## config.mk

```make
export PLATFORM = sky130hd
export DESIGN_NAME = ogh_front_flat
export DESIGN_NICKNAME = d
export VERILOG_FILES = /design/src/rtl/ogh_pkg.sv /design/src/rtl/ogh_if.sv /design/src/rtl/ogh_front.sv /design/src/flat_wrapper.sv
export SDC_FILE = /design/constraint.sdc
export NUM_CORES = 1
export LEC_CHECK = 0
export BUFFER_PORTS_ARGS = -buffer_cell sky130_fd_sc_hd__buf_4
export CELL_PAD_IN_SITES_DETAIL_PLACEMENT = 1
export CELL_PAD_IN_SITES_GLOBAL_PLACEMENT = 1
export CORE_UTILIZATION = 49
export CTS_BUF_LIST = sky130_fd_sc_hd__clkbuf_8
export CTS_CLUSTER_SIZE = 24
export DETAILED_ROUTE_END_ITERATION = 12
export GPL_TIMING_DRIVEN = 0
export PLACE_DENSITY_LB_ADDON = 0.1
export SETUP_SLACK_MARGIN = 0.2
export SYNTH_ARGS = -nofsm -noshare
export SYNTH_HDL_FRONTEND = slang
export SYNTH_SLANG_ARGS = --single-unit
```

## constraint.sdc

```tcl
create_clock -name clock -period 10.4 [get_ports clock]
set_input_delay 0 -clock clock [delete_from_list [all_inputs] [get_ports clock]]
set_output_delay 0 -clock clock [all_outputs]
set_load 0.02 [all_outputs]
```

## src/rtl/ogh_pkg.sv

```systemverilog
// Shared types and constants for the ordered generational handle table.
// Used by the channel interfaces, the front end, the back end and the top level.
package ogh_pkg;

   localparam int HANDLE_W = 32;
   localparam int SERIAL_W = 16;
   localparam int RANK_W   = 16;
   localparam int OP_W     = 3;
   localparam int STATUS_W = 2;

   typedef enum logic [OP_W-1:0] {
      OP_ALLOC       = 3'd0,
      OP_INSERT      = 3'd1,
      OP_REMOVE      = 3'd2,
      OP_MOVE_BEFORE = 3'd3,
      OP_MOVE_TAIL   = 3'd4,
      OP_LOOKUP      = 3'd5
   } op_type;

   typedef enum logic [STATUS_W-1:0] {
      STS_DONE      = 2'd0,
      STS_INVALID   = 2'd1,
      STS_FULL      = 2'd2,
      STS_NO_CHANGE = 2'd3
   } status_type;

   typedef struct packed {
      logic                used;
      logic [SERIAL_W-1:0] serial;
      logic [RANK_W-1:0]   rank;
   } entry_type;

   localparam int ENTRY_W = $bits(entry_type);

   // Classified transaction handed from the front end to the back end.
   typedef struct packed {
      logic [OP_W-1:0]     op;
      logic [HANDLE_W-1:0] handle_a;
      logic [HANDLE_W-1:0] handle_b;
      logic                a_ok;
      logic                b_ok;
      logic                same;
   } cmd_type;

   typedef struct packed {
      logic [STATUS_W-1:0] status;
      logic [HANDLE_W-1:0] handle_out;
      logic [RANK_W-1:0]   rank_out;
   } result_type;

   typedef enum logic [3:0] {
      BK_CLEAR,
      BK_IDLE,
      BK_CHK_A,
      BK_CHK_B,
      BK_FIND,
      BK_RENUM,
      BK_COMMIT,
      BK_COMMIT_B,
      BK_RESP
   } back_state_type;

endpackage

```

## src/rtl/ogh_if.sv

```systemverilog
// Valid/ready channel interfaces for request and response transactions.
// Depends on ogh_pkg for field widths.
interface ogh_req_if;
   import ogh_pkg::*;
   logic                valid;
   logic                ready;
   logic [OP_W-1:0]     operation;
   logic [HANDLE_W-1:0] handle_a;
   logic [HANDLE_W-1:0] handle_b;
   modport source (output valid, output operation, output handle_a, output handle_b,
                   input ready);
   modport sink   (input valid, input operation, input handle_a, input handle_b,
                   output ready);
endinterface


```

## src/rtl/ogh_front.sv

```systemverilog
// Front end: accepts request transactions, classifies handles, queues them.
// Depends on ogh_pkg and ogh_if.
module ogh_front #(
   parameter int SLOT_COUNT = 256
) (
   input  logic             clock,
   input  logic             reset,
   ogh_req_if.sink          req_chan,
   output logic             q_valid,
   output ogh_pkg::cmd_type q_item,
   input  logic             q_pop
);
   import ogh_pkg::*;

   cmd_type    q_ff [2];
   logic [1:0] count_ff, count_in;
   logic       wr_ptr_ff, rd_ptr_ff;
   logic       push;
   cmd_type    cls;

   function automatic logic idx_ok(input logic [HANDLE_W-1:0] h);
      logic [31:0] idx;
      idx = {16'd0, h[15:0]};
      return (idx != 32'd0) && (idx < 32'(SLOT_COUNT));
   endfunction

   always_comb begin
      cls.op       = req_chan.operation;
      cls.handle_a = req_chan.handle_a;
      cls.handle_b = req_chan.handle_b;
      cls.a_ok     = idx_ok(req_chan.handle_a);
      cls.b_ok     = idx_ok(req_chan.handle_b);
      cls.same     = (req_chan.handle_a == req_chan.handle_b);
   end

   assign req_chan.ready = (count_ff != 2'd2);
   assign push           = req_chan.valid && req_chan.ready;
   assign q_valid        = (count_ff != 2'd0);
   assign q_item         = q_ff[rd_ptr_ff];

   always_comb begin
      count_in = count_ff;
      if (push && !q_pop) begin
         count_in = count_ff + 2'd1;
      end else if (!push && q_pop) begin
         count_in = count_ff - 2'd1;
      end
   end

   always_ff @(posedge clock) begin
      if (reset) begin
         count_ff  <= 2'd0;
         wr_ptr_ff <= 1'b0;
         rd_ptr_ff <= 1'b0;
      end else begin
         count_ff <= count_in;
         if (push) begin
            wr_ptr_ff <= !wr_ptr_ff;
         end
         if (q_pop) begin
            rd_ptr_ff <= !rd_ptr_ff;
         end
      end
      if (push) begin
         q_ff[wr_ptr_ff] <= cls;
      end
   end
endmodule

```

## src/flat_wrapper.sv

```systemverilog
// flat-port wrapper written by rule: the top's interface ports become plain ports
module ogh_front_flat import ogh_pkg::*;
#(
   parameter int SLOT_COUNT = 256
)
  (clock, reset, q_valid, q_item, q_pop, req_chan_valid, req_chan_operation, req_chan_handle_a, req_chan_handle_b, req_chan_ready);
  ogh_req_if req_chan_i ();
  input  logic clock;
  input  logic reset;
  output logic q_valid;
  output ogh_pkg::cmd_type q_item;
  input  logic q_pop;
  input wire logic [$bits(req_chan_i.valid)-1:0] req_chan_valid;
  input wire logic [$bits(req_chan_i.operation)-1:0] req_chan_operation;
  input wire logic [$bits(req_chan_i.handle_a)-1:0] req_chan_handle_a;
  input wire logic [$bits(req_chan_i.handle_b)-1:0] req_chan_handle_b;
  output wire logic [$bits(req_chan_i.ready)-1:0] req_chan_ready;
  assign req_chan_i.valid = req_chan_valid;
  assign req_chan_i.operation = req_chan_operation;
  assign req_chan_i.handle_a = req_chan_handle_a;
  assign req_chan_i.handle_b = req_chan_handle_b;
  assign req_chan_ready = req_chan_i.ready;
  ogh_front #(.SLOT_COUNT(SLOT_COUNT)) u_core (.clock(clock), .reset(reset), .req_chan(req_chan_i), .q_valid(q_valid), .q_item(q_item), .q_pop(q_pop));
endmodule
```

# == Word-level counts from Yosys, hierarchy flattened ==
# Memories as Yosys holds them, arrays and structs flattened. A register that Yosys moved wholly into a read port is not among the register bits.
# Index checks and enable logic that the tools add are counted.
# op_classes
n_addsub,2
n_lt_le_gt_ge,2
n_eq_ne,2
n_mux,6
reduce_logical,13
# ops
op,n
equality test 32 bit,1
"< comparator 16 x 9 -> 1 bit, second input constant",2
nonzero test 16 bit,2
logical AND 1 bit,5
logical NOT 1 bit,4
2-to-1 mux 1 bit,4
2-to-1 mux 2 bit,2
nonzero test 2 bit,2
"adder 2 x 1 -> 2 bit, second input constant",1
"inequality test 2 bit, second input constant",1
"subtractor 2 x 1 -> 2 bit, second input constant",1
# totals
register_bits,4
ram_bits,140
out_inout_bits,72
elab_cells,29
mem_count,1
# memory_table
memory,depth,width,rd,rd_ports_with_merged_regs,wr,line,text
u_core.q_ff,2,70,1,1,1,ogh_front.sv:15,cmd_type q_ff [2];

# == Logic depth before layout (Yosys ltp) ==
# logic_depth
word_depth,6
depth_mapped,7
ltp_nobuf,7

# == Worst setup path after synthesis ==
# OpenSTA, ideal clock, no wires.
# synth_timing
kind,flip-flop to flip-flop
startpoint,register u_core.count_ff[0]
endpoint,memory u_core.q_ff[0][0] (netlist bit) (enable)
arrival_ps,3703
required_ps,9901
setup_slack_ps,6198
path_stages_with_launch,4
n_path_buf,0
synth_period_minus_slack_ps,4202
cell_sequence,dfxtp_1 nand2b_1 nand2_1 nor2_1
# synth_between
elab_chain_len,4
# synth_rtl
element,line,text
start: declaration,ogh_front.sv:16,"logic [1:0] count_ff, count_in;"
start signal: assignment,ogh_front.sv:56,count_ff <= count_in;
inequality test 2 bit,ogh_front.sv:36,assign req_chan.ready = (count_ff != 2'd2);
named net req_chan_ready,flat_wrapper.sv:17,output wire logic [$bits(req_chan_i.ready)-1:0] req_chan_ready;
logical AND 1 bit,ogh_front.sv:37,assign push = req_chan.valid && req_chan.ready;
2-to-1 mux 1 bit,ogh_front.sv:64,if (push) begin
2-to-1 mux 1 bit (not written as such),ogh_front.sv:65,q_ff[wr_ptr_ff] <= cls;
end: declaration,ogh_front.sv:15,
# The timed path passes the listed nets, and every way through them passes these cells.

# == Final worst setup path ==
# layout_timing
startpoint,register u_core.count_ff[0]
endpoint,memory u_core.q_ff[0][57] (netlist bit) (enable)
# layout_between
elab_chain_len,4
# layout_rtl
element,line
inequality test 2 bit,ogh_front.sv:36
logical AND 1 bit,ogh_front.sv:37
2-to-1 mux 1 bit,ogh_front.sv:64
2-to-1 mux 1 bit (not written as such),ogh_front.sv:65
# Every way passes these cells.

==> run_results.csv <==
group,metric,value,unit
die,num_rows,39,
setup_path,cp_max_fo,27,
pwr,swShare,28.0,%
sta,setup_slack,8.23,ns
route,drc,0,
sta,rsz0062_at_grt,"no",
die,die_x,110,um
yosys,yosys_register_bits,145,
setup_path,cp.arrival,2.31,ns
route,routed_wl,15.8,mm
sta,finalCritPeriodShare,20.9,%
yosys,synth-seq-area-share,75.5,%
final_layout,fin_util,71.1,%
final_layout,multi_input_area,1320,um^2
global_routing,grt_util_all_layers,27.5,%
sta,clock.fmax,461,MHz
place,pre_cts_ws,8.32,ns
die,die_h,110,um
cts,post_cts_buffers,0,
cts,clk_latency,0.45,ns
yosys,synth_top_area_share,73.7,%
cts,cts_sinks,145,
cts,root_buffer,"clkbuf_8",
cts,cts_tree,"yes",
die,die_area,12100,um^2
pwr,pwr-share-seq,49.6,%
place,placement.io_buffers,142,
pwr,p_comb_share,23.1,%
final_layout,insertedDiodeCount,0,
sta,hold_violations,0,
setup_path,crit_type,"reg2reg",
setup_path,cpPeakStageDelay,0.74,ns
final_layout,stdcell_count,687,
yosys,synth.area.top_cells,"edfxtp_1 (74%), mux2_2 (14%), xor2_1 (5.4%)",
setup_path,end_kind,"flip-flop",
final_layout,layout_commonest_cell,"buf_4",
die,ios,143,
sta,finalCriticalPeriod,2.17,ns
global_routing,antenna_found_initial,0,
min_path,holdPathStages,3,
yosys,yosys.area.top_type,"edfxtp_1",
place,place_congestion,0.721,
cts,ctsResizeCount,0,
pwr,power_frac_clock,27.3,%
sta,slew_headroom,37.2,%
yosys,synth.avg_cell_area,19.2,um^2
sta,worst_slew_pin_slew,0.939,ns
final_layout,design_area,8090,um^2
final_layout,drive_gt1_share,46.7,%
setup_path,rr_worst_depth,4,
cts,cts_buffers,17,
sta,finalSetupTns,0,ns
cts,cts_max_level,4,
final_layout,fillers,992,
outcome,status,"finished, final reports clean",
route,drt_iter0_drc,168,
setup_path,critPathSlowestCell,"nor2_4",
yosys,syn_area,5700,um^2
pwr,vdd_drop_max,0.132,mV
final_layout,area_delta_synth_final,41.8,%
sta,drv_slew,0,
cts,hold_buffers,70,
place,dpl.cell_count,585,
route,wl_per_cell,23.0,um
final_layout,area.sequential,4300,um^2
sta,worst_clock_skew,0.0129,ns
route,dr.pass1.iters,4,
cts,cts.clk_slew.worst_paths,0.08,ns
route,drtAntennaViolNets,0,
place,placed_cell_area,7030,um^2
pwr,report.power.total,1.49,mW
pwr,powerDensity,184,nW/um^2
setup_path,crit_path_cell_trace,"nand2b_1, nand2_1, nor2_4, buf_12",
yosys,yosysUniqueCellTypes,19,
final_layout,nets,603,
yosys,netlist_instances,297,
yosys,syn_nets,369,
pwr,p_int,1.07,mW
flow_run,max_cap_viol_count,0,
setup_path,worst-endpoint-required,10.55,ns
die,start_util,50.2,%
cts,cts.path.max_buffers,2,
yosys,yosysWarnings,0,
die,placeableCoreArea,11400,um^2
place,dp_hpwl,9.10,mm
sta,setup_viol,0,
global_routing,grt_max_degree,38,
min_path,hold_class,"in2reg",
route,viasPerCell,5.24,
pwr,p_leak,3.09,nW
pwr,power.switching,0.417,mW
final_layout,final_cell_mix,"buf_4 (142), edfxtp_1 (140), mux2_2 (70), dlygate4sd3_1 (70), xor2_1 (35)",
global_routing,grt_pass1_wl,22.9,mm
route,vias,3597,
global_routing,grt_overflow_total,0,
setup_path,worstSetupStartpointType,"flip-flop",
global_routing,grt_pass1_vias,4003,
sta,hold_slack,0.275,ns
-- power by group through the flow --
stage	registers, mW	logic (mW)	clock network, mW
after floorplan	0.748	0.170	0
after global placement	0.754	0.300	0
after detailed placement	0.749	0.318	0
after CTS	0.736	0.342	0.406
after global routing	0.744	0.364	0.434
final	0.739	0.345	0.407
-- critical path: cells and delay by family (launching register included) --
family                 cells  cell delay [ns]
and+or+nand+nor            3             1.13
DFF                        1             0.41
buffers and inverters      1             0.28
-- worst paths after layout --
path,from,endpoint,slack [ns]
hold reg to reg,u_core.count_ff[1],u_core.count_ff[1],0.54
hold / removal,reset,u_core.count_ff[1],0.27
setup / recovery,u_core.count_ff[0],u_core.q_ff[0][57],8.23
setup reg to reg,u_core.count_ff[0],u_core.q_ff[0][57],8.23
-- final cells by class --
cell class,instances,share of cell area [%]
multi-input cells,142,16.3
inverters,2,0.0929
plain buffers,8,1.04
flip-flops and latches,145,53.2
clock inverters,9,0.495
well taps,143,2.21
clock buffers,23,3.92
repair buffers,215,22.7
-- sequential cells by signal, summed over array words and instances, names as in the netlist, named ones only --
signal	count
u_core.wr_ptr_ff	1
u_core.q_ff	140
u_core.rd_ptr_ff	1
u_core.count_ff	2
-- cells by family after synthesis --
family          Yosys count  synth area share (%)
compound gates            4                 0.351
xor+xnor                 36                  5.53
fa+ha+maj                 1                 0.219
buf+inv                  10                  1.60
flops                   145                  75.5
mux                      70                  13.8
simple gates             31                  3.01
-- synth_stat cells --
| library cell | n |
|---|---|
| a21oi_1 | 3 |
| and3_1 | 1 |
| buf_2 | 1 |
| buf_6 | 7 |
| dfxtp_1 | 5 |
| edfxtp_1 | 140 |
| ha_1 | 1 |
| inv_1 | 2 |
| mux2_2 | 70 |
| nand2_1 | 3 |
| nand2b_1 | 1 |
| nand4_1 | 2 |
| nor2_1 | 6 |
| nor4_1 | 16 |
| o21ai_0 | 1 |
| or2_2 | 1 |
| or3_1 | 1 |
| xnor2_1 | 1 |
| xor2_1 | 35 |
-- layer usage --
layer / global-route usage, % / up-vias / routed length, um
li1: - / 1619 / -
met1: 31.1 / 1819 / 6040
met2: 49.4 / 133 / 8550
met3: 6.70 / 26 / 884
met4: 11.4 / 0 / 302
met5: 0 / - / 0
No activity file was read; power rests on OpenSTA's default activity.
