<file path="src/rtl/ogh_pkg.sv">
// Shared types and constants for the ordered generational handle table.
// Used by the channel interfaces, the front end, the back end and the top level.
package ogh_pkg;

   localparam int HANDLE_W = 32;
   localparam int SERIAL_W = 16;
   localparam int RANK_W   = 16;
   localparam int OP_W     = 3;
   localparam int STATUS_W = 2;

   typedef enum logic [OP_W-1:0] {
      OP_ALLOC       = 3'd0,
      OP_INSERT      = 3'd1,
      OP_REMOVE      = 3'd2,
      OP_MOVE_BEFORE = 3'd3,
      OP_MOVE_TAIL   = 3'd4,
      OP_LOOKUP      = 3'd5
   } op_type;

   typedef enum logic [STATUS_W-1:0] {
      STS_DONE      = 2'd0,
      STS_INVALID   = 2'd1,
      STS_FULL      = 2'd2,
      STS_NO_CHANGE = 2'd3
   } status_type;

   typedef struct packed {
      logic                used;
      logic [SERIAL_W-1:0] serial;
      logic [RANK_W-1:0]   rank;
   } entry_type;

   localparam int ENTRY_W = $bits(entry_type);

   // Classified transaction handed from the front end to the back end.
   typedef struct packed {
      logic [OP_W-1:0]     op;
      logic [HANDLE_W-1:0] handle_a;
      logic [HANDLE_W-1:0] handle_b;
      logic                a_ok;
      logic                b_ok;
      logic                same;
   } cmd_type;

   typedef struct packed {
      logic [STATUS_W-1:0] status;
      logic [HANDLE_W-1:0] handle_out;
      logic [RANK_W-1:0]   rank_out;
   } result_type;

   typedef enum logic [3:0] {
      BK_CLEAR,
      BK_IDLE,
      BK_CHK_A,
      BK_CHK_B,
      BK_FIND,
      BK_RENUM,
      BK_COMMIT,
      BK_COMMIT_B,
      BK_RESP
   } back_state_type;

endpackage

</file>
<file path="src/rtl/ogh_if.sv">


interface ogh_rsp_if;
   import ogh_pkg::*;
   logic                valid;
   logic                ready;
   logic [STATUS_W-1:0] status;
   logic [HANDLE_W-1:0] handle_out;
   logic [RANK_W-1:0]   rank_out;
   modport source (output valid, output status, output handle_out, output rank_out,
                   input ready);
   modport sink   (input valid, input status, input handle_out, input rank_out,
                   output ready);
endinterface

</file>
<file path="src/rtl/ogh_back.sv">
// Back end: sequencer that checks handles, scans the slot RAM and commits updates.
// Depends on ogh_pkg and ogh_if; drives the slot RAM held in the top level.
module ogh_back #(
   parameter int SLOT_COUNT = 256
) (
   input  logic                              clock,
   input  logic                              reset,
   input  logic                              q_valid,
   input  ogh_pkg::cmd_type                  q_item,
   output logic                              q_pop,
   output logic                              wr_en,
   output logic [$clog2(SLOT_COUNT)-1:0]     wr_addr,
   output logic [ogh_pkg::ENTRY_W-1:0]       wr_data,
   output logic [$clog2(SLOT_COUNT)-1:0]     rd_addr,
   input  logic [ogh_pkg::ENTRY_W-1:0]       rd_data,
   ogh_rsp_if.source                         rsp_chan
);
   import ogh_pkg::*;

   localparam int IW = $clog2(SLOT_COUNT);
   localparam int CW = $clog2(SLOT_COUNT + 1);

   back_state_type      state_ff, state_in;
   cmd_type             cmd_ff, cmd_in;
   logic [RANK_W-1:0]   rank_a_ff, rank_a_in, rank_b_ff, rank_b_in;
   logic [CW-1:0]       addr_ff, addr_in;
   logic                rd_vld_ff, rd_vld_in;
   logic [IW-1:0]       rd_addr_ff, rd_addr_in;
   logic                free_found_ff, free_found_in;
   logic [IW-1:0]       free_idx_ff, free_idx_in;
   logic [RANK_W-1:0]   max_ff, max_in;
   logic                tail_found_ff, tail_found_in;
   logic [SERIAL_W-1:0] serial_ff, serial_in;
   result_type          res_ff, res_in;
   logic                rsp_vld_ff, rsp_vld_in;
   result_type          rsp_ff, rsp_in;

   entry_type           ent;
   logic                issue, scan_done, ent_match_a, ent_match_b, hit;
   logic [RANK_W-1:0]   new_rank, rank_lo_b;
   logic [SERIAL_W-1:0] new_ser, ser_a, ser_b;
   logic [IW-1:0]       idx_a, idx_b;

   assign ent       = entry_type'(rd_data);
   assign issue     = (addr_ff < CW'(SLOT_COUNT));
   assign scan_done = !issue && !rd_vld_ff;
   assign idx_a     = cmd_ff.handle_a[IW-1:0];
   assign idx_b     = cmd_ff.handle_b[IW-1:0];
   assign ser_a     = cmd_ff.handle_a[31:16];
   assign ser_b     = cmd_ff.handle_b[31:16];
   assign new_ser   = ((serial_ff + 16'd1) == 16'd0) ? 16'd1 : serial_ff + 16'd1;
   assign ent_match_a = ent.used && (ent.serial == ser_a);
   assign ent_match_b = ent.used && (ent.serial == ser_b);
   assign rank_lo_b   = rank_b_ff - 16'd1;

   assign rsp_chan.valid      = rsp_vld_ff;
   assign rsp_chan.status     = rsp_ff.status;
   assign rsp_chan.handle_out = rsp_ff.handle_out;
   assign rsp_chan.rank_out   = rsp_ff.rank_out;

   // Rank update applied to one used entry during the renumbering pass.
   always_comb begin
      hit      = 1'b0;
      new_rank = ent.rank;
      unique case (cmd_ff.op)
         OP_INSERT: begin
            hit      = (ent.rank >= rank_a_ff);
            new_rank = ent.rank + 16'd1;
         end
         OP_REMOVE, OP_MOVE_TAIL: begin
            hit      = (ent.rank > rank_a_ff);
            new_rank = ent.rank - 16'd1;
         end
         OP_MOVE_BEFORE: begin
            if (rank_a_ff < rank_b_ff) begin
               hit      = (ent.rank >= rank_a_ff) && (ent.rank < rank_b_ff);
               new_rank = ent.rank - 16'd1;
            end else begin
               hit      = (ent.rank > rank_b_ff) && (ent.rank < rank_a_ff);
               new_rank = ent.rank + 16'd1;
            end
         end
         default: begin
            hit = 1'b0;
         end
      endcase
   end

   always_comb begin
      state_in      = state_ff;
      cmd_in        = cmd_ff;
      rank_a_in     = rank_a_ff;
      rank_b_in     = rank_b_ff;
      addr_in       = addr_ff;
      rd_vld_in     = 1'b0;
      rd_addr_in    = rd_addr_ff;
      free_found_in = free_found_ff;
      free_idx_in   = free_idx_ff;
      max_in        = max_ff;
      tail_found_in = tail_found_ff;
      serial_in     = serial_ff;
      res_in        = res_ff;
      rsp_vld_in    = rsp_vld_ff && !rsp_chan.ready;
      rsp_in        = rsp_ff;
      q_pop         = 1'b0;
      wr_en         = 1'b0;
      wr_addr       = rd_addr_ff;
      wr_data       = rd_data;
      rd_addr       = addr_ff[IW-1:0];

      unique case (state_ff)
         BK_CLEAR: begin
            wr_en   = 1'b1;
            wr_addr = addr_ff[IW-1:0];
            wr_data = '0;
            addr_in = addr_ff + CW'(1);
            if (addr_ff == CW'(SLOT_COUNT - 1)) begin
               state_in = BK_IDLE;
            end
         end

         BK_IDLE: begin
            if (q_valid) begin
               q_pop   = 1'b1;
               cmd_in  = q_item;
               rd_addr = q_item.handle_a[IW-1:0];
               unique case (q_item.op)
                  OP_ALLOC: begin
                     addr_in       = CW'(1);
                     free_found_in = 1'b0;
                     max_in        = '0;
                     state_in      = BK_FIND;
                  end
                  OP_INSERT, OP_REMOVE, OP_MOVE_BEFORE, OP_MOVE_TAIL, OP_LOOKUP: begin
                     if (!q_item.a_ok) begin
                        res_in.status     = STS_INVALID;
                        res_in.handle_out = (q_item.op == OP_INSERT) ? '0 : q_item.handle_a;
                        res_in.rank_out   = '0;
                        state_in          = BK_RESP;
                     end else begin
                        state_in = BK_CHK_A;
                     end
                  end
                  default: begin
                     res_in.status     = STS_NO_CHANGE;
                     res_in.handle_out = q_item.handle_a;
                     res_in.rank_out   = '0;
                     state_in          = BK_RESP;
                  end
               endcase
            end
         end

         BK_CHK_A: begin
            rank_a_in         = ent.rank;
            res_in.status     = STS_DONE;
            res_in.handle_out = cmd_ff.handle_a;
            res_in.rank_out   = ent.rank;
            state_in          = BK_RESP;
            addr_in           = CW'(1);
            max_in            = '0;
            tail_found_in     = 1'b0;
            free_found_in     = 1'b0;
            rd_addr           = idx_b;
            if (!ent_match_a) begin
               res_in.status     = STS_INVALID;
               res_in.handle_out = (cmd_ff.op == OP_INSERT) ? '0 : cmd_ff.handle_a;
               res_in.rank_out   = '0;
            end else begin
               unique case (cmd_ff.op)
                  OP_INSERT:               state_in = BK_FIND;
                  OP_REMOVE, OP_MOVE_TAIL: state_in = BK_RENUM;
                  OP_MOVE_BEFORE: begin
                     if (!cmd_ff.b_ok) begin
                        res_in.status   = STS_INVALID;
                        res_in.rank_out = '0;
                     end else begin
                        state_in = BK_CHK_B;
                     end
                  end
                  default: state_in = BK_RESP;
               endcase
            end
         end

         BK_CHK_B: begin
            rank_b_in         = ent.rank;
            res_in.handle_out = cmd_ff.handle_a;
            if (!ent_match_b) begin
               res_in.status   = STS_INVALID;
               res_in.rank_out = '0;
               state_in        = BK_RESP;
            end else if (cmd_ff.same) begin
               res_in.status   = STS_NO_CHANGE;
               res_in.rank_out = rank_a_ff;
               state_in        = BK_RESP;
            end else begin
               state_in = BK_RENUM;
            end
         end

         BK_FIND: begin
            if (issue) begin
               rd_vld_in  = 1'b1;
               rd_addr_in = addr_ff[IW-1:0];
               addr_in    = addr_ff + CW'(1);
            end
            if (rd_vld_ff) begin
               if (!ent.used && !free_found_ff) begin
                  free_found_in = 1'b1;
                  free_idx_in   = rd_addr_ff;
               end
               if (ent.used && (ent.rank > max_ff)) begin
                  max_in = ent.rank;
               end
            end
            if (scan_done) begin
               if (!free_found_ff) begin
                  res_in.status     = STS_FULL;
                  res_in.handle_out = '0;
                  res_in.rank_out   = '0;
                  state_in          = BK_RESP;
               end else if (cmd_ff.op == OP_ALLOC) begin
                  state_in = BK_COMMIT;
               end else begin
                  // the new slot is still free, so the pass leaves it alone
                  addr_in  = CW'(1);
                  state_in = BK_RENUM;
               end
            end
         end

         BK_RENUM: begin
            if (issue) begin
               rd_vld_in  = 1'b1;
               rd_addr_in = addr_ff[IW-1:0];
               addr_in    = addr_ff + CW'(1);
            end
            if (rd_vld_ff && ent.used && hit) begin
               wr_en   = 1'b1;
               wr_data = {ent.used, ent.serial, new_rank};
               if (cmd_ff.op == OP_MOVE_TAIL) begin
                  tail_found_in = 1'b1;
                  if (!tail_found_ff || (ent.rank > max_ff)) begin
                     max_in = ent.rank;
                  end
               end
            end
            if (scan_done) begin
               state_in = BK_COMMIT;
            end
         end

         BK_COMMIT: begin
            res_in.status     = STS_DONE;
            res_in.handle_out = cmd_ff.handle_a;
            res_in.rank_out   = rank_a_ff;
            state_in          = BK_RESP;
            wr_en             = 1'b1;
            wr_addr           = idx_a;
            wr_data           = {1'b1, ser_a, rank_a_ff};
            unique case (cmd_ff.op)
               OP_ALLOC, OP_INSERT: begin
                  serial_in         = new_ser;
                  wr_addr           = free_idx_ff;
                  res_in.handle_out = {new_ser, 16'(free_idx_ff)};
                  if (cmd_ff.op == OP_ALLOC) begin
                     res_in.rank_out = max_ff + 16'd1;
                  end
                  wr_data = {1'b1, new_ser, res_in.rank_out};
               end
               OP_REMOVE: begin
                  wr_data = {1'b0, ser_a, rank_a_ff};
               end
               OP_MOVE_BEFORE: begin
                  if (rank_a_ff < rank_b_ff) begin
                     res_in.rank_out = rank_lo_b;
                  end else begin
                     res_in.rank_out = rank_b_ff;
                     state_in        = BK_COMMIT_B;
                  end
                  wr_data = {1'b1, ser_a, res_in.rank_out};
               end
               OP_MOVE_TAIL: begin
                  if (tail_found_ff) begin
                     res_in.rank_out = max_ff;
                     wr_data         = {1'b1, ser_a, max_ff};
                  end else begin
                     res_in.status = STS_NO_CHANGE;
                     wr_en         = 1'b0;
                  end
               end
               default: begin
                  wr_en = 1'b0;
               end
            endcase
         end

         BK_COMMIT_B: begin
            wr_en    = 1'b1;
            wr_addr  = idx_b;
            wr_data  = {1'b1, ser_b, rank_b_ff + 16'd1};
            state_in = BK_RESP;
         end

         BK_RESP: begin
            if (!rsp_vld_ff || rsp_chan.ready) begin
               rsp_vld_in = 1'b1;
               rsp_in     = res_ff;
               state_in   = BK_IDLE;
            end
         end

         default: begin
            state_in = BK_IDLE;
         end
      endcase
   end

   always_ff @(posedge clock) begin
      if (reset) begin
         state_ff   <= BK_CLEAR;
         addr_ff    <= '0;
         rd_vld_ff  <= 1'b0;
         serial_ff  <= '0;
         rsp_vld_ff <= 1'b0;
      end else begin
         state_ff   <= state_in;
         addr_ff    <= addr_in;
         rd_vld_ff  <= rd_vld_in;
         serial_ff  <= serial_in;
         rsp_vld_ff <= rsp_vld_in;
      end
      cmd_ff        <= cmd_in;
      rank_a_ff     <= rank_a_in;
      rank_b_ff     <= rank_b_in;
      rd_addr_ff    <= rd_addr_in;
      free_found_ff <= free_found_in;
      free_idx_ff   <= free_idx_in;
      max_ff        <= max_in;
      tail_found_ff <= tail_found_in;
      res_ff        <= res_in;
      rsp_ff        <= rsp_in;
   end
endmodule
</file>
<file path="src/flat_wrapper.sv">
// flat-port wrapper written by rule: the top's interface ports become plain ports
module ogh_back_flat import ogh_pkg::*;
#(
   parameter int SLOT_COUNT = 256
)
  (clock, reset, q_valid, q_item, q_pop, wr_en, wr_addr, wr_data, rd_addr, rd_data, rsp_chan_valid, rsp_chan_status, rsp_chan_handle_out, rsp_chan_rank_out, rsp_chan_ready);
  ogh_rsp_if rsp_chan_i ();
  input  logic clock;
  input  logic reset;
  input  logic q_valid;
  input  ogh_pkg::cmd_type q_item;
  output logic q_pop;
  output logic wr_en;
  output logic [$clog2(SLOT_COUNT)-1:0] wr_addr;
  output logic [ogh_pkg::ENTRY_W-1:0] wr_data;
  output logic [$clog2(SLOT_COUNT)-1:0] rd_addr;
  input  logic [ogh_pkg::ENTRY_W-1:0] rd_data;
  output wire logic [$bits(rsp_chan_i.valid)-1:0] rsp_chan_valid;
  output wire logic [$bits(rsp_chan_i.status)-1:0] rsp_chan_status;
  output wire logic [$bits(rsp_chan_i.handle_out)-1:0] rsp_chan_handle_out;
  output wire logic [$bits(rsp_chan_i.rank_out)-1:0] rsp_chan_rank_out;
  input wire logic [$bits(rsp_chan_i.ready)-1:0] rsp_chan_ready;
  assign rsp_chan_valid = rsp_chan_i.valid;
  assign rsp_chan_status = rsp_chan_i.status;
  assign rsp_chan_handle_out = rsp_chan_i.handle_out;
  assign rsp_chan_rank_out = rsp_chan_i.rank_out;
  assign rsp_chan_i.ready = rsp_chan_ready;
  ogh_back #(.SLOT_COUNT(SLOT_COUNT)) u_core (.clock(clock), .reset(reset), .q_valid(q_valid), .q_item(q_item), .q_pop(q_pop), .wr_en(wr_en), .wr_addr(wr_addr), .wr_data(wr_data), .rd_addr(rd_addr), .rd_data(rd_data), .rsp_chan(rsp_chan_i));
endmodule
</file>
<file path="config.mk">
export PLATFORM = sky130hd
export DESIGN_NAME = ogh_back_flat
export DESIGN_NICKNAME = d
export VERILOG_FILES = /design/src/rtl/ogh_pkg.sv /design/src/rtl/ogh_if.sv /design/src/rtl/ogh_back.sv /design/src/flat_wrapper.sv
export SDC_FILE = /design/constraint.sdc
export NUM_CORES = 1
export LEC_CHECK = 0
export ABC_AREA = 1
export BUFFER_PORTS_ARGS = -buffer_cell sky130_fd_sc_hd__buf_2
export CAP_MARGIN = 10
export CELL_PAD_IN_SITES_DETAIL_PLACEMENT = 1
export CELL_PAD_IN_SITES_GLOBAL_PLACEMENT = 2
export CORE_ASPECT_RATIO = 0.9
export CORE_MARGIN = 1.5
export CORE_UTILIZATION = 38
export CTS_CLUSTER_SIZE = 20
export DETAILED_ROUTE_END_ITERATION = 10
export PLACE_DENSITY = 0.88
export SLEW_MARGIN = 20
export SYNTH_ARGS = -nofsm -noshare
export SYNTH_HDL_FRONTEND = slang
export SYNTH_SLANG_ARGS = --single-unit
</file>
<file path="constraint.sdc">
create_clock -name clock -period 11.7 [get_ports clock]
set_input_delay 1.17 -clock clock [delete_from_list [all_inputs] [get_ports clock]]
set_output_delay 1.17 -clock clock [all_outputs]
set_load 0.01 [all_outputs]
</file>
# Word-level counts from Yosys, hierarchy flattened
# Index checks and enable logic that the tools add are counted.
[word_totals]
ff_bits = 266
out_inout_bits = 102
elab_cells = 210
input_bits = 107
[classes]
mux = 88
n_lt_le_gt_ge = 8
reduce_logical = 47
n_bitwise = 1
n_eq_ne = 36
add_sub_neg = 7
[ops]
columns = ["op", "count"]
rows = [
  ["2-to-1 mux 16 bit", 19],
  ["case mux 33 bit (4 select lines)", 2],
  ["case mux 50 bit (5 select lines)", 1],
  ["2-to-1 mux 50 bit", 4],
  ["2-to-1 mux 32 bit", 4],
  ["case mux 50 bit (2 select lines)", 1],
  ["case mux 16 bit (3 select lines)", 2],
  ["adder 16 x 1 -> 16 bit, second input constant", 4],
  ["case mux 16 bit (4 select lines)", 1],
  ["2-to-1 mux 9 bit", 6],
  ["2-to-1 mux 4 bit", 13],
  ["> comparator 16 bit", 3],
  ["< comparator 16 bit", 3],
  ["case mux 9 bit (5 select lines)", 1],
  ["case mux 4 bit (9 select lines)", 1],
  ["== test 16 bit", 2],
  ["subtractor 16 x 1 -> 16 bit, second input constant", 2],
  ["case mux 8 bit (3 select lines)", 1],
  ["!= test 2 x 1 -> 1 bit, second input constant", 10],
  ["== test 4 x 3 -> 1 bit, second input constant", 4],
  [">= comparator 16 bit", 1],
  ["zero test 16 bit", 1],
  ["2-to-1 mux 8 bit", 2],
  ["case mux 8 bit (2 select lines)", 1],
  ["other kinds (37)", 98],
]

# Longest topological paths before layout
# Gate-level depths: netlist of the first run.
[logic_depth]
ltp_word = 7
mapped_depth = 20
depth_no_buf = 20

# Worst setup path after synthesis of the first run
# Ideal clock, no wire load.
[synth_timing]
kind = "input to register"
start = "in q_item[69] (netlist bit)"
end = "reg u_core.res_ff[0] (netlist bit), enable pin"
n_path_buf = 0
setup_time_ns = 0.373
t_required_ns = 11.327
path_slack_ns = 6.996
stages = 7
arrival_ns = 4.331
cell_sequence = "nor3_1 -> a21oi_1 -> nand2_1 -> nor2_1 -> a2111oi_2 -> nand2_1 -> inv_1"
[synth_via]
elab_chain_cells = 4
elab_cells_between_ends = 10
classes_between = "eq/ne: 7; reduce/logical: 3"
[synth_lines]
columns = ["element", "line", "rtl"]
rows = [
  ["from (decl)", "flat_wrapper.sv:11", "input ogh_pkg::cmd_type q_item;"],
  ["== test 3 x 2 -> 1 bit, or another cell as far along", "ogh_back.sv:127", "unique case (q_item.op)"],
  ["OR reduction 5 bit", "ogh_back.sv:127", ""],
  ["!= test 3 bit (no source line)", "n/a", ""],
  ["AND reduction 7 bit (no source line) *", "n/a", ""],
  ["to (signal assigned)", "ogh_back.sv:342", "res_ff <= res_in;"],
  ["to (decl)", "ogh_back.sv:34", "result_type res_ff, res_in;"],
]
# Every way passes the cells marked *; elsewhere a longest branch is shown, timed or not.
# A chain may end at the register's enable or synchronous reset.

# Worst setup path after layout of the first run
[layout_timing]
start = "reg u_core.rank_b_ff[9]"
end = "out wr_data[6] (netlist bit)"
[layout_via]
elab_chain_cells = 7
elab_cells_between_ends = 14
classes_between = "order compare: 3; mux: 8; reduce/logical: 3"
[layout_lines]
columns = ["element", "line", "rtl"]
rows = [
  ["from (decl)", "ogh_back.sv:25", "logic [RANK_W-1:0] rank_a_ff, rank_a_in, rank_b_ff, rank_b_in;"],
  ["from (signal assigned)", "ogh_back.sv:336", "rank_b_ff <= rank_b_in;"],
  ["> comparator 16 bit or < comparator 16 bit (tied branches)", "ogh_back.sv:79, ogh_back.sv:76", ""],
  ["logical AND 1 bit (on tied branches)", "ogh_back.sv:79, ogh_back.sv:76", ""],
  ["2-to-1 mux 1 bit", "ogh_back.sv:75", "if (rank_a_ff < rank_b_ff) begin"],
  ["case mux 1 bit (3 select lines)", "ogh_back.sv:65", "unique case (cmd_ff.op)"],
  ["logical AND 1 bit", "ogh_back.sv:239", "if (rd_vld_ff && ent.used && hit) begin"],
  ["2-to-1 mux 16 bit", "ogh_back.sv:239", ""],
  ["case mux 33 bit (4 select lines) *", "ogh_back.sv:111", "unique case (state_ff)"],
  ["to (decl)", "flat_wrapper.sv:15", "output logic [ogh_pkg::ENTRY_W-1:0] wr_data;"],
]
# Marks and branches as above.

==> flow_summary.yaml, run 1 <==
status:
  status: "finished clean"
synth:
  netlist_instances: 1889
  synth-seq-cells: 258
  synth_edf_count: 227
  synthAdderAreaFrac_pct: 5.64
  synth_ff_type: "edfxtp_1"
  synth_top_area_share_pct: 42.7
  synth-simple-area-share_pct: 24.6
  synth_top_family_by_area: "simple AND/OR/NAND/NOR gates"
  async_flop_share_pct: 0
  synthMuxAreaShare_pct: 0
  yosys.cell_types.count: 53
  synth_nets: 2068
  synth_xor_area_share_pct: 3.02
  synthTopCellsByArea: "edfxtp_1, nand2_1, ha_1"
  synth_compound_area_share_pct: 12.4
  yosysSeqAreaShare_pct: 46.6
  yosysWarnings: 0
  synth_top_area_cell: "edfxtp_1"
  syn-mean-instance-area_um2: 8.45
  syn_area_um2: 16000
finish:
  final_net_count: 2253
  fillers: 5038
  drive_gt1_share_pct: 16.0
  syn_to_final_growth_pct: 15.9
timing:
  setup_viol: 0
  layout_min_cycle_time_ns: 5.73
  tns_ns: 0
  setup_ws_ns: 5.97
  worst_pin_slew_ns: 1.03
  rsz0062_at_grt: "false"
  fin_skew_ns: 0.0268
  timing.final.crit_share_pct: 49.0
  hold_viol: 0
  report.final.slew_viol_count: 0
  relSlewSlack_pct: 31.5
  clock.fmax_ghz: 0.175
cts:
  hold_buffers: 0
  htree_levels: 1
  cts_buffers: 30
  clk-insertion-delay-late_ns: 0.60
  clock-sinks: 258
  tritoncts: "built"
  post_cts_buffers: 0
  clock_path_buffers: 3
  cts_root_buf: "clkbuf_16"
  cts_resized: 0
  clkTransAtPathRegs_ns: 0.06
drt:
  vias_per_cell: 5.56
  drt_first_iter_violations: 989
  vias: 14700
  firstDrtPassIters: 5
  drtAntennaViolNets: 0
  wl_per_cell_um: 22.6
  postRouteWirelength_um: 59900
  drc: 0
power:
  ir_drop_mv: 0.153
  p_leak_nw: 7.82
  p_per_area_nw_per_um2: 138
global_routing:
  grt_max_degree: 62
  gr-total-overflow: 0
  grt_pass1_vias: 15200
  antenna_found_initial: 3
  grt_pass1_wl_um: 90400
  grt_use_total_pct: 27.6
critical_path:
  startpoint: "u_core.rank_b_ff[9]"
  crit_fanout: 13
  endpoint: "wr_data[6]"
  r2r-end: "u_core.max_ff[0]"
  regToRegSetupSlack_ns: 7.60
  r2r_start: "u_core.rank_b_ff[9]"
  required_ns: 10.53
  r2r_cells: 17
  arrival_ns: 4.56
  critPathKind: "reg -> out"
  worst_setup_path_start_kind: "flop"
  end_kind: "primary output"
die:
  ios: 209
  core_um2: 41700
  die_area_um2: 43300
  die_w_um: 219
  die_h_um: 197
  initial_utilization_pct: 38.3
  rows: 71
placement:
  io_buffers: 200
  gp_congestion: 0.922
  hpwlAfterDp_um: 45000
  dp_slack_ns: 6.25
hold_path:
  hp-start: "u_core.res_ff[43]"
  hp-class: "reg -> reg"
job:
  maxCapViolations: 0
## logic make-up (layout without fill, tap and decap cells)
family          count (synthesis)  in the layout
other cells                     0              2
compound gates                312            312
fa+ha+maj                      72             72
xor+xnor                       55             55
flops                         258            258
simple gates                  882            882
buf+inv                       310            519
## placed cells by master, fill, tap and decap left out, types with 8 or more instances in the layout
| cell | n |
|---|---|
| ha_1 | 72 |
| o22ai_1 | 15 |
| inv_1 | 229 |
| o221ai_1 | 21 |
| nor2_4 | 9 |
| nor2_1 | 162 |
| nor3_1 | 37 |
| o211ai_1 | 47 |
| a31oi_1 | 9 |
| inv_2 | 18 |
| nand2_2 | 10 |
| o21ai_1 | 11 |
| xor2_1 | 45 |
| o21ai_0 | 60 |
| clkinv_1 | 10 |
| clkbuf_16 | 30 |
| o2111ai_1 | 21 |
| a21oi_1 | 91 |
| nor2_2 | 19 |
| nand2_1 | 429 |
| edfxtp_1 | 227 |
| nand4_1 | 30 |
| nand3_1 | 156 |
| buf_4 | 13 |
| clkinv_2 | 8 |
| dfxtp_1 | 31 |
| xnor2_1 | 10 |
| buf_2 | 200 |
## sequential cells by signal, indices dropped and copies added (netlist names)
name	count
u_core.addr_ff	9
u_core.cmd_ff	61
u_core.free_found_ff	1
u_core.free_idx_ff	8
u_core.max_ff	16
u_core.rank_a_ff	16
u_core.rank_b_ff	16
u_core.rd_addr_ff	8
u_core.rd_vld_ff	1
u_core.res_ff	50
u_core.rsp_chan.handle_out	32
u_core.rsp_chan.rank_out	16
u_core.rsp_chan.status	2
u_core.rsp_chan.valid	1
u_core.serial_ff	16
u_core.state_ff	4
u_core.tail_found_ff	1
## critical path, stage by stage (launching register included)
cell	delay (ns)
edfxtp_1	0.51
inv_1	0.26
ha_1	0.29
nand2_1	0.09
inv_1	0.05
o21ai_0	0.14
a21oi_1	0.09
nor2_2	0.36
nand2_4	0.26
nand2_2	0.19
inv_2	0.09
nand2_1	0.09
nand3_2	0.33
nand2_2	0.45
nand2_1	0.16
nand2_2	0.19
nand2_1	0.08
nand3_1	0.17
buf_2	0.17
## layout make-up
class	instances	area, um2	area share (%)
flip-flops and latches	258	7440	40.2
well taps	547	684	3.70
inverters	250	938	5.07
clock inverters	20	195	1.05
repair buffers	213	1100	5.94
diodes	2	5.00	0.0270
multi-input cells	1321	7340	39.6
clock buffers	36	813	4.39
## per-stage QoR
stage / cells / power, mW / utilization (%) / instance area (um2) / hold WS (ns)
2_1_floorplan: 1889 / 1.42 / - / 16000 / 0.400
3_3_place_gp: 2589 / 1.60 / 42.0 / 17500 / 0.403
3_5_place_dp: 2589 / 1.62 / 42.0 / 17500 / 0.405
4_1_cts: 2645 / 2.58 / 44.4 / 18500 / 0.419
5_1_grt: 2647 / 2.66 / 44.4 / 18500 / 0.429
6_report: 2647 / 2.56 / 44.4 / 18500 / 0.419
## cells in the mapped netlist (30+ instances only)
master,n
nand2_1,429
dfxtp_1,31
ha_1,72
o21ai_0,60
inv_1,230
nor3_1,38
edfxtp_1,227
nand4_1,30
nand3_1,156
a21oi_1,93
o211ai_1,47
nor2_1,163
xor2_1,45
## report_power, final
| part | switching [mW] | internal (mW) | leakage [nW] |
|---|---|---|---|
| sequential | 0.0388 | 1.09 | 2.32 |
| combinational | 0.335 | 0.139 | 5.00 |
| clock | 0.397 | 0.560 | 0.501 |
| total | 0.771 | 1.79 | 7.82 |
## how the worst min path moves through the flow
| stage | cells after the start | slack (ns) | to |
|---|---|---|---|
| 2_1_floorplan | 0 | 0.40 | u_core.rsp_chan.handle_out[0] |
| 3_3_place_gp | 0 | 0.40 | u_core.rsp_chan.rank_out[5] |
| 3_5_place_dp | 0 | 0.41 | u_core.rsp_chan.rank_out[13] |
| 4_1_cts | 0 | 0.42 | u_core.rsp_chan.handle_out[27] |
| 5_1_grt | 0 | 0.43 | u_core.rsp_chan.rank_out[13] |
| 6_report | 0 | 0.42 | u_core.rsp_chan.handle_out[27] |
## layer usage
metal  routed length, um  global-route usage [%]  share of wire [%]  vias up
met5                   0                       0                  0        -
met4                1590                    7.53                2.7        0
met3                2800                    3.14                4.7       90
met2               29000                    47.0                 48      427
met1               26600                    37.0                 44     7311
li1                    -                       -                  -     6878
Power figures use the tool's default switching activity.
==> run 2, diff against run 1 <==
--- a/config.mk
+++ b/config.mk
@@ -12,10 +12,10 @@
 export CELL_PAD_IN_SITES_GLOBAL_PLACEMENT = 2
 export CORE_ASPECT_RATIO = 0.9
 export CORE_MARGIN = 1.5
-export CORE_UTILIZATION = 38
+export CORE_UTILIZATION = 35
 export CTS_CLUSTER_SIZE = 20
 export DETAILED_ROUTE_END_ITERATION = 10
-export PLACE_DENSITY = 0.88
+export PLACE_DENSITY = 0.82
 export SLEW_MARGIN = 20
 export SYNTH_ARGS = -nofsm -noshare
 export SYNTH_HDL_FRONTEND = slang
==> constraint.sdc (replaced) <==
create_clock -name clock -period 5.6 [get_ports clock]
set_input_delay 0.56 -clock clock [delete_from_list [all_inputs] [get_ports clock]]
set_output_delay 0.56 -clock clock [all_outputs]
set_load 0.01 [all_outputs]
==> run 2 against run 1 <==
- clock skew is 0.016 ns lower
- clock-buffer cell count stayed put
- core utilization is 3.2 points lower
- critical endpoint is now wr_data[7]
==> flow_summary.yaml, run 2 (synthesis gave the netlist of run 1 again) <==
global_routing:
  antenna_found_initial: 3
  grt_pass1_wl_um: 92000
  use_met2_pct: 44.7
  top_usage_layer: "met2"
  use_met1_pct: 33.4
  gr-total-overflow: 0
  grt_use_total_pct: 25.8
  grt_pass1_vias: 15200
  use_met3_pct: 3.35
  grt_max_degree: 62
power:
  internal_power_mw: 3.79
  share_comb_of_total_power_pct: 18.4
  p_sw_share_pct: 30.3
  ir_drop_mv: 0.218
  power_frac_clock_pct: 38.2
  p_leak_nw: 7.84
  power.switching_mw: 1.64
  p_per_area_nw_per_um2: 292
  seq_power_share_pct: 43.4
critical_path:
  required_ns: 5.04
  crit_buf_inv: 3
  critPathKind: "reg -> out"
  crit_family: "simple AND/OR/NAND/NOR gates"
  arrival_ns: 4.37
  cpPeakStageDelay_ns: 0.51
  worst_setup_path_start_kind: "flop"
  path_cells: "inv_1 -> ha_1 -> nand2_1 -> inv_1 -> o21ai_0 -> a21oi_1 -> nor2_2 -> nand2_4 -> nor2_4 -> nand2_1 -> nand3_2 -> nand2_2 -> nor2_2 -> o21ai_0 -> nand3_1 -> buf_2"
  end_kind: "primary output"
  crit_slowest_cell: "edfxtp_1"
  crit_fanout: 13
finish:
  final_common_cell: "nand2_1"
  top_register: "u_core.cmd_ff"
  drive_gt1_share_pct: 16.3
  syn_to_final_growth_pct: 16.7
  final_cell_mix: "nand2_1, inv_1, edfxtp_1"
  final_net_count: 2258
  fillers: 5482
  largest_reg_flops: 61
  final_cell_count_no_fill: 2712
  final_util_pct: 41.2
cts:
  clkTransAtPathRegs_ns: 0.06
  htree_levels: 1
  clock-sinks: 258
  cts_buffers: 31
  cts_root_buf: "clkbuf_16"
  clk-insertion-delay-late_ns: 0.58
  tritoncts: "built"
  hold_buffers: 0
  cts_resized: 0
  post_cts_buffers: 0
  clock_path_buffers: 3
drt:
  postRouteWirelength_um: 61000
  firstDrtPassIters: 5
  vias: 14600
  drt_first_iter_violations: 873
  drc: 0
  drtAntennaViolNets: 0
  vias_per_cell: 5.38
  wl_per_cell_um: 22.5
die:
  ios: 209
  die_w_um: 228
  die_area_um2: 46900
  rows: 74
  die_h_um: 206
  core_um2: 45200
  initial_utilization_pct: 35.3
placement:
  dp.cells: 2654
  io_buffers: 200
  dp_slack_ns: 1.28
  gp_congestion: 0.929
  hpwlAfterDp_um: 46000
hold_path:
  hp-class: "in -> reg"
job:
  maxCapViolations: 0
timing:
  tns_ns: 0
  layout_min_cycle_time_ns: 4.93
  relSlewSlack_pct: 29.6
  report.final.slew_viol_count: 0
  setup_ws_ns: 0.665
  fin_skew_ns: 0.0106
  worst_pin_slew_ns: 1.05
  clock.fmax_ghz: 0.203
  hold_viol: 0
  timing.final.crit_share_pct: 88.1
  setup_viol: 0
  rsz0062_at_grt: "false"
status:
  status: "finished clean"
## run 2: cell count changes in the layout (fill, tap and decap cells not counted), moves of 2 or more
cell / change
clkinvlp_4: +3
clkinv_2: -2
clkinv_4: +3
buf_4: +4
clkinv_1: -4
clkbuf_8: -3
clkbuf_1: +2
## run 2: cell type report
| cell class | instances | area, um2 | area share, % |
|---|---|---|---|
| inverter | 250 | 938 | 5.04 |
| clock inverter | 21 | 228 | 1.22 |
| sequential | 258 | 7440 | 39.9 |
| clock buffer | 36 | 805 | 4.32 |
| timing repair buffer | 217 | 1130 | 6.06 |
| tap | 608 | 761 | 4.08 |
| multi-input combinational | 1321 | 7340 | 39.4 |
| antenna | 1 | 2.50 | 0.0134 |
## run 2: final timing paths
kind / startpoint / endpoint / slack [ns] / depth (start not counted)
setup / recovery: u_core.rank_b_ff[9] / wr_data[7] / 0.67 / 16
hold / removal: q_item[10] / u_core.cmd_ff[10] / 0.16 / 1
setup reg to reg: u_core.rank_b_ff[9] / u_core.max_ff[5] / 1.69 / 17
hold reg to reg: u_core.res_ff[39] / u_core.rsp_chan.handle_out[23] / 0.41 / 0
## run 2: stage by stage
stage          area [um2]  hold slack, ns  power, mW
2_1_floorplan       16000           0.400       2.97
3_3_place_gp        17600           0.403       3.37
3_5_place_dp        17600           0.406       3.40
4_1_cts             18600           0.127       5.49
5_1_grt             18600           0.136       5.65
6_report            18600           0.156       5.43
## run 2: power by group through the flow
stage,logic (mW),registers (mW),clock network [mW]
3_5_place_dp,1.00,2.40,0
2_1_floorplan,0.590,2.38,0
3_3_place_gp,0.980,2.39,0
5_1_grt,1.10,2.37,2.18
4_1_cts,1.01,2.36,2.12
6_report,1.00,2.36,2.07
## run 2: per-layer routing
layer	wire, um	share of wire [%]
met5	26	0.043
met4	1780	2.9
met3	2940	4.8
met2	29500	48
met1	26800	44
==> run 3, diff against run 2 <==
--- a/config.mk
+++ b/config.mk
@@ -8,14 +8,12 @@
 export ABC_AREA = 1
 export BUFFER_PORTS_ARGS = -buffer_cell sky130_fd_sc_hd__buf_2
 export CAP_MARGIN = 10
-export CELL_PAD_IN_SITES_DETAIL_PLACEMENT = 1
-export CELL_PAD_IN_SITES_GLOBAL_PLACEMENT = 2
 export CORE_ASPECT_RATIO = 0.9
-export CORE_MARGIN = 1.5
-export CORE_UTILIZATION = 35
+export CORE_MARGIN = 4
+export CORE_UTILIZATION = 59
 export CTS_CLUSTER_SIZE = 20
 export DETAILED_ROUTE_END_ITERATION = 10
-export PLACE_DENSITY = 0.82
+export PLACE_DENSITY = 0.83
 export SLEW_MARGIN = 20
 export SYNTH_ARGS = -nofsm -noshare
 export SYNTH_HDL_FRONTEND = slang
==> run 3 against run 2 <==
- critical path depth unchanged
- sequential share of layout area grew 1.0 points
- worst hold slack better by 0.015 ns
- register-to-register slack gained 0.22 ns
- core utilization grew 28 points
- combinational power about the same
- sequential power about the same
- non-clock buffer count decreased by 3
==> flow_summary.yaml, run 3 (synthesis gave the netlist of run 1 again) <==
critical_path:
  crit_slowest_cell: "edfxtp_1"
  worst_setup_path_start_kind: "flop"
  r2r_cells: 16
  crit_fanout: 13
  end_kind: "primary output"
  path_cells: "inv_1 -> ha_1 -> nand2_1 -> inv_1 -> o21ai_0 -> a21oi_1 -> nor2_2 -> nand2_4 -> nor2_4 -> nand2_1 -> nand3_2 -> nand2_2 -> nor2_2 -> o21ai_0 -> nand3_1 -> buf_2"
  required_ns: 5.04
  arrival_ns: 4.06
  regToRegSetupSlack_ns: 1.91
  cpPeakStageDelay_ns: 0.50
  critPathKind: "reg -> out"
  r2r_start: "u_core.rank_b_ff[9]"
  r2r-end: "u_core.max_ff[0]"
timing:
  setup_viol: 0
  rsz0062_at_grt: "false"
  report.final.slew_viol_count: 0
  clock.fmax_ghz: 0.216
  worst_pin_slew_ns: 1.09
  hold_viol: 0
  tns_ns: 0
  timing.final.crit_share_pct: 82.6
  layout_min_cycle_time_ns: 4.62
  relSlewSlack_pct: 27.0
  fin_skew_ns: 0.0147
hold_path:
  hold_end: "u_core.cmd_ff[25]"
  hp-class: "in -> reg"
  hold-path-cell-count: 1
  hp-start: "q_item[25]"
cts:
  clk-insertion-delay-late_ns: 0.56
  htree_levels: 1
  post_cts_buffers: 0
  cts_resized: 0
  clkTransAtPathRegs_ns: 0.07
  tritoncts: "built"
  cts_buffers: 28
  hold_buffers: 0
  cts_root_buf: "clkbuf_16"
  clock-sinks: 258
  clock_path_buffers: 3
finish:
  top_register: "u_core.cmd_ff"
  syn_to_final_growth_pct: 13.8
  final_net_count: 2252
  largest_reg_flops: 61
  fillers: 2145
  final_common_cell: "nand2_1"
  drive_gt1_share_pct: 15.9
  final_cell_mix: "nand2_1, inv_1, edfxtp_1"
  fin_area_um2: 18200
global_routing:
  gr-total-overflow: 0
  grt_use_total_pct: 33.6
  grt_max_degree: 60
  grt_pass1_wl_um: 79000
  antenna_found_initial: 1
  grt_pass1_vias: 14200
power:
  p_leak_nw: 7.76
  p_total_mw: 5.18
  p_per_area_nw_per_um2: 285
  ir_drop_mv: 0.263
drt:
  drc: 0
  firstDrtPassIters: 6
  vias: 14900
  postRouteWirelength_um: 51800
  drtAntennaViolNets: 0
  vias_per_cell: 6.11
  drt_first_iter_violations: 2106
  wl_per_cell_um: 21.2
status:
  status: "finished clean"
die:
  ios: 209
  rows: 56
  die_h_um: 164
  initial_utilization_pct: 60.6
  core_um2: 26300
  die_w_um: 181
  die_area_um2: 29800
placement:
  io_buffers: 200
  placed_cell_area_um2: 17300
  gp_congestion: 0.992
  hpwlAfterDp_um: 38500
job:
  maxCapViolations: 0
run 3: critical path, delay by kind of cell (launching register included):
kind | cells | cell delay (ns)
adder cells (fa/ha/maj) | 1 | 0.29
AND/OR/NAND/NOR | 9 | 1.90
AO/OA/AOI/OAI | 3 | 0.39
buffers and inverters | 3 | 0.42
flip-flops | 1 | 0.50
run 3: power breakdown:
group          leakage (nW)  total [mW]  internal, mW  switching, mW
combinational          5.01       0.966         0.295          0.671
clock                 0.438        1.85          1.04          0.809
sequential             2.32        2.36          2.28         0.0835
total                  7.76        5.18          3.62           1.56
run 3: stage by stage:
stage               hold slack, ns  setup WS, ns  cells  util, %
floorplan                    0.400          1.51   1889        -
global placement             0.401          1.70   2391     65.5
detailed placement           0.405          1.61   2391     65.5
CTS                          0.161          1.13   2443     68.9
global route                 0.171         0.786   2443     68.9
finish                       0.172         0.975   2444     69.0
run 3: worst max-delay path by stage:
| stage | to | slack [ns] | cells past startpoint | startpoint |
|---|---|---|---|---|
| 2_1_floorplan | u_core.res_ff[0] | 1.51 | 7 | q_item[69] |
| 3_3_place_gp | wr_data[8] | 1.70 | 15 | rd_data[11] |
| 3_5_place_dp | wr_data[8] | 1.61 | 15 | rd_data[11] |
| 4_1_cts | wr_data[8] | 1.13 | 16 | u_core.rank_b_ff[9] |
| 5_1_grt | wr_data[14] | 0.79 | 18 | u_core.rank_b_ff[9] |
| 6_report | wr_data[7] | 0.98 | 16 | u_core.rank_b_ff[9] |
run 3: area by class of cell:
| class | instances | area [um2] | area share, % |
|---|---|---|---|
| Clock inverter | 16 | 169 | 0.930 |
| Sequential cell | 258 | 7440 | 40.9 |
| Tap cell | 348 | 435 | 2.40 |
| Inverter | 250 | 938 | 5.17 |
| Multi-Input combinational cell | 1321 | 7340 | 40.4 |
| Timing Repair Buffer | 214 | 1110 | 6.09 |
| Clock buffer | 36 | 741 | 4.08 |
| Antenna cell | 1 | 2.50 | 0.0138 |
run 3: layer usage:
metal  track usage, %  part of all wire [%]
met5                0                 0.025
met4             8.19                   2.3
met3             6.93                    13
met2             52.0                    44
met1             49.2                    41
